--- src/nmea_pkg.sv ---
// ----------------------------------------------------------------------------
// NMEA sentence checker package
// Shared codes, result structures and the hex digit helper.
// ----------------------------------------------------------------------------
package nmea_pkg;

  localparam logic [7:0] CHAR_NEWLINE = 8'h0a;
  localparam logic [7:0] CHAR_COMMA   = 8'h2c;
  localparam logic [7:0] CHAR_ZERO    = 8'h30;
  localparam logic [7:0] CHAR_A       = 8'h41;

  localparam logic [1:0] KIND_OTHER = 2'd0;
  localparam logic [1:0] KIND_GGA   = 2'd1;
  localparam logic [1:0] KIND_RMC   = 2'd2;

  localparam logic [1:0] STATUS_EMPTY = 2'd0;
  localparam logic [1:0] STATUS_A     = 2'd1;
  localparam logic [1:0] STATUS_OTHER = 2'd2;

  typedef struct packed {
    logic [1:0] kind;
    logic       ok;
    logic       status_a;
  } line_summary_t;

  typedef struct packed {
    logic       report;
    logic       have_fix;
    logic [1:0] kind;
    logic       checksum_ok;
    logic [8:0] record_count;
    logic       memory_full;
  } result_t;

  function automatic logic [7:0] hex_digit(input logic [3:0] n);
    logic [7:0] wide;
    wide = {4'b0000, n};
    if (n <= 4'd9) begin
      return CHAR_ZERO + wide;
    end else begin
      return CHAR_A + wide - 8'd10;
    end
  endfunction

endpackage

--- src/nmea_line.sv ---
// ----------------------------------------------------------------------------
// NMEA line tracker
// Keeps the per-line state and judges the line when the newline arrives.
// ----------------------------------------------------------------------------
module nmea_line #(
  parameter int MAX_LINE = 128
) (
  input  logic                    clk,
  input  logic                    rst,
  input  logic                    take,
  input  logic                    finish,
  input  logic [7:0]              char_in,
  input  logic [7:0]              min_length,
  output nmea_pkg::line_summary_t summary
);
  import nmea_pkg::*;

  localparam logic [7:0] MAX_LEN = 8'(MAX_LINE);

  logic [7:0] line_length;
  logic [7:0] running_xor;
  logic [7:0] tail_chars [4];
  logic       header_gga_match;
  logic       header_rmc_match;
  logic [3:0] comma_count;
  logic [1:0] status_field_is_a;

  logic [7:0] checksum;
  logic       in_header;
  logic       room;

  function automatic logic [7:0] header_char(input logic rmc, input logic [2:0] pos);
    case (pos)
      3'd0: return 8'h24;
      3'd1: return 8'h47;
      3'd2: return 8'h50;
      3'd3: return rmc ? 8'h52 : 8'h47;
      3'd4: return rmc ? 8'h4d : 8'h47;
      3'd5: return rmc ? 8'h43 : 8'h41;
      default: return 8'h00;
    endcase
  endfunction

  assign in_header = line_length < 8'd6;
  assign room      = line_length < MAX_LEN;

  always_ff @(posedge clk) begin
    if (rst || finish) begin
      line_length       <= '0;
      running_xor       <= '0;
      tail_chars        <= '{default: 8'h00};
      header_gga_match  <= 1'b1;
      header_rmc_match  <= 1'b1;
      comma_count       <= '0;
      status_field_is_a <= STATUS_EMPTY;
    end else if (take && room) begin
      if (in_header) begin
        if (char_in != header_char(1'b0, line_length[2:0])) begin
          header_gga_match <= 1'b0;
        end
        if (char_in != header_char(1'b1, line_length[2:0])) begin
          header_rmc_match <= 1'b0;
        end
      end
      if (line_length != 8'd0) begin
        running_xor <= running_xor ^ char_in;
      end
      if (char_in == CHAR_COMMA) begin
        if (comma_count != 4'hf) begin
          comma_count <= comma_count + 4'd1;
        end
      end else if (comma_count == 4'd2) begin
        status_field_is_a <= (status_field_is_a == STATUS_EMPTY && char_in == CHAR_A)
                             ? STATUS_A : STATUS_OTHER;
      end
      tail_chars[0] <= tail_chars[1];
      tail_chars[1] <= tail_chars[2];
      tail_chars[2] <= tail_chars[3];
      tail_chars[3] <= char_in;
      line_length   <= line_length + 8'd1;
    end
  end

  assign checksum = running_xor ^ tail_chars[0] ^ tail_chars[1] ^ tail_chars[2]
                    ^ tail_chars[3];

  always_comb begin
    summary.kind = KIND_OTHER;
    if (line_length >= 8'd6) begin
      if (header_gga_match) begin
        summary.kind = KIND_GGA;
      end else if (header_rmc_match) begin
        summary.kind = KIND_RMC;
      end
    end
    summary.ok = (line_length >= 8'd5) && room && (line_length > min_length)
                 && (tail_chars[1] == hex_digit(checksum[7:4]))
                 && (tail_chars[2] == hex_digit(checksum[3:0]));
    summary.status_a = status_field_is_a == STATUS_A;
  end

endmodule
--- config.mk ---
export PLATFORM = sky130hd
export DESIGN_NAME = nmea_line
export DESIGN_NICKNAME = d
export VERILOG_FILES = /design/src/nmea_pkg.sv /design/src/nmea_line.sv
export SDC_FILE = /design/constraint.sdc
export NUM_CORES = 1
export LEC_CHECK = 0
export ABC_CLOCK_PERIOD_IN_PS = 4900
export BUFFER_PORTS_ARGS = -buffer_cell sky130_fd_sc_hd__buf_2
export CORE_MARGIN = 2
export CORE_UTILIZATION = 64
export DETAILED_ROUTE_END_ITERATION = 8
export PLACE_DENSITY = 0.84
export SETUP_SLACK_MARGIN = 0.3
export SLEW_MARGIN = 20
export SYNTH_ARGS = -nofsm -noshare
export SYNTH_HDL_FRONTEND = slang
export SYNTH_SLANG_ARGS = --single-unit
--- constraint.sdc ---
create_clock -name clk -period 4.9 [get_ports clk]
set_clock_uncertainty 0.05 [all_clocks]
set_input_delay 0.245 -clock clk [delete_from_list [all_inputs] [get_ports clk]]
set_output_delay 0.245 -clock clk [all_outputs]
set_load 0.02 [all_outputs]
==> flow_summary.yaml <==
placed_design:
  port_buffers: 23
  dp_hpwl_um: 5140
  dp.cells: 505
  placed_cell_area_um2: 3640
  gp_congestion: 0.830
  pre_cts_ws_ns: 1.93
power:
  seqPwrFrac_pct: 54.9
  p_leak_nw: 1.45
  p_per_area_nw_per_um2: 228
  p_clk_share_pct: 31.8
  peakVddDrop_v: 0.000222
  fin_total_pwr_mw: 0.852
  switching_share_pct: 27.2
  internal_power_mw: 0.620
  p_switching_mw: 0.231
  comb_power_share_pct: 13.4
run_status:
  status: "finished, final reports clean"
global_route:
  grt_pass1_wl_um: 12600
  grt_start_max_net_pins: 57
  grt_pass1_vias: 2700
  overflow: 0
  track_usage_pct: 25.9
  antenna_found_initial: 0
timing:
  rsz0062_at_grt: "false"
  fmax_mhz: 301
  slew_headroom_pct: 30.2
  drv_slew: 0
  hold_viol: 0
  fin_ws_ns: 1.58
  layout_min_cycle_time_ns: 3.32
  holdWs_ns: 0.169
  finalCritPeriodShare_pct: 67.8
  setup_tns_ns: 0
  worstMarginPinSlew_ns: 1.05
  setup_viol: 0
synthesis:
  synth-seq-cells: 56
  synth-seq-area-share_pct: 32.1
  syn_inst: 430
  synth_cell_types: 53
  ys_warn_count: 0
  synthFlopType: "dfxtp_1"
  syn_nets: 473
  synth_edf_count: 0
  async_flop_share_pct: 0
  syn_avg_cell_area_um2: 8.13
  netlist_area_um2: 3500
clock_tree:
  worst_setup_hold_path_clk_slew_ns: 0.10
  cts-hold-fix-buffers: 0
  clk_path_buf_depth: 2
  post_cts_buffers: 0
  cts_buffers: 5
  clock-sinks: 56
  clock-root-buffer: "clkbuf_8"
  cts_tree: "done"
  htree_num_levels: 2
  clk_latency_ns: 0.31
  ctsResizeCount: 0
layout:
  stdcell_area_um2: 3740
  final_nets: 485
  area_delta_synth_final_pct: 6.91
  final_cells: 513
  finish.utilization_pct: 71.8
  drive_gt1_share_pct: 10.4
  n_antenna_cell: 0
route:
  via_count: 2934
  drc: 0
  drt_wl_total_um: 7360
  dr.pass1.iters: 4
  via_per_inst: 5.72
  wl_per_cell_um: 14.3
  ant_nets: 0
  dr.first_iter.drc_count: 274
critical_path:
  cp-start-kind: "register"
  crit_type: "register to output pin"
  cp_common_cell: "xnor2_1"
  end_kind: "output pin"
  cp_max_fo: 4
  worstPathArrival_ns: 3.03
  path_cells: "xnor2_1, xnor3_1, ha_1, xnor2_1, nand4b_1, a21oi_1, mux2i_1, or4b_4, nor3_2, buf_2"
  required_ns: 4.61
  slowest_stage: "or4b_4"
  cpPeakStageDelay_ns: 0.49
floorplanning:
  die_h_um: 77.9
  core_um2: 5200
  io_pins: 24
  start_util_pct: 67.2
  dieArea_um2: 6070
  dieWidth_um: 77.9
  rows: 26
flow_run:
  cap_violations: 0
hold_path:
  min_path_type: "input pin to register"
-- state kept, by name, indices dropped and copies added (netlist names) --
register,count
tail_chars,32
comma_count,4
status_field_is_a,2
header_gga_match,1
header_rmc_match,1
running_xor,8
line_length,8
-- metal layers --
layer / GRT usage (%) / up-vias / wire [um] / share of wire, %
met5: 0 / - / 0 / 0
met1: 35.1 / 1380 / 3400 / 46
met3: 4.30 / 12 / 369 / 5.0
li1: - / 1478 / - / -
met2: 42.2 / 64 / 3460 / 47
met4: 8.25 / 0 / 125 / 1.7
-- worst paths after layout --
kind,start,end,slack (ns),cells past startpoint
hold / removal,char_in[3],tail_chars[3]$_SDFFE_PP0P_,0.17,3
hold reg to reg,header_rmc_match$_SDFFE_PP1P_,header_rmc_match$_SDFFE_PP1P_,0.41,1
setup reg to reg,line_length[1]$_SDFFE_PP0P_,header_gga_match$_SDFFE_PP1P_,2.37,9
setup / recovery,running_xor[1]$_SDFFE_PP0P_,summary[1],1.58,10
-- cells in the final DEF, fill, tap and decap left out, types with 8 or more instances in the layout --
cell and count:
nand3_1 8, buf_2 23, dfxtp_1 56, xor2_1 20, nor2_1 29, nand2_1 90, inv_1 16, o21ai_0 16
xnor2_1 19, ha_1 23, a21oi_1 48
-- synth_stat cells, types with 2 or more instances --
library cell  instances  area, um^2
nor3b_1               3        22.5
nor2b_1               6        37.5
mux2i_1               5        50.1
dfxtp_1              56        1120
inv_1                16        60.1
a21oi_1              48         240
xor2_1               20         175
nand2b_1              5        31.3
xnor2_1              19         166
nand3b_1              2        15.0
a21o_1                3        22.5
nand4_1               4        25.0
a31oi_1               3        18.8
nor3_1                6        30.0
xnor2_2               5        81.3
nor2_1               29         109
clkbuf_1             18        67.6
nand3_1               8        40.0
ha_1                 23         288
o21ai_0              16        80.1
nand2_1              90         338
o21ai_1               2        10.0
a211oi_1              4        30.0
nor4_1                3        18.8
xnor3_1               6         135
nand4b_1              2        17.5
a2111oi_0             2        17.5
-- critical path, delay by kind of cell (launching register included) --
kind                       cells  cell delay, ns
buffers and inverters          1            0.19
muxes                          1            0.08
adders and majority gates      1            0.32
DFF                            1            0.35
xor gates and xnor gates       3            0.86
AOI/OAI and AO/OA              1            0.12
and+or+nand+nor                3            0.80
-- power groups by stage --
stage	Clock, mW	Combinational, mW	Sequential (mW)
floorplan	0	0.0846	0.475
global placement	0	0.108	0.477
detailed placement	0	0.112	0.478
CTS	0.275	0.113	0.467
global route	0.292	0.127	0.468
finish	0.270	0.114	0.467
-- cell families (layout without fill, tap and decap cells) --
kind of cell | count (synthesis) | count (layout) | share of synthesized area [%]
flops | 56 | 56 | 32.1
buf+inv | 37 | 50 | 4.01
mux | 5 | 5 | 1.43
xor+xnor | 52 | 52 | 17.3
fa+ha+maj | 23 | 23 | 8.23
compound gates | 90 | 90 | 15.1
simple gates | 167 | 167 | 21.8
-- layout make-up --
cell class / count / area [um^2]
Fill cell: 417 / 1470
Tap cell: 70 / 87.6
Timing Repair Buffer: 25 / 130
Clock buffer: 6 / 82.6
Multi-Input combinational cell: 337 / 2240
Sequential cell: 56 / 1120
Clock inverter: 2 / 15.0
Inverter: 17 / 63.8
Note: power is estimated with default switching activity, not from simulation.
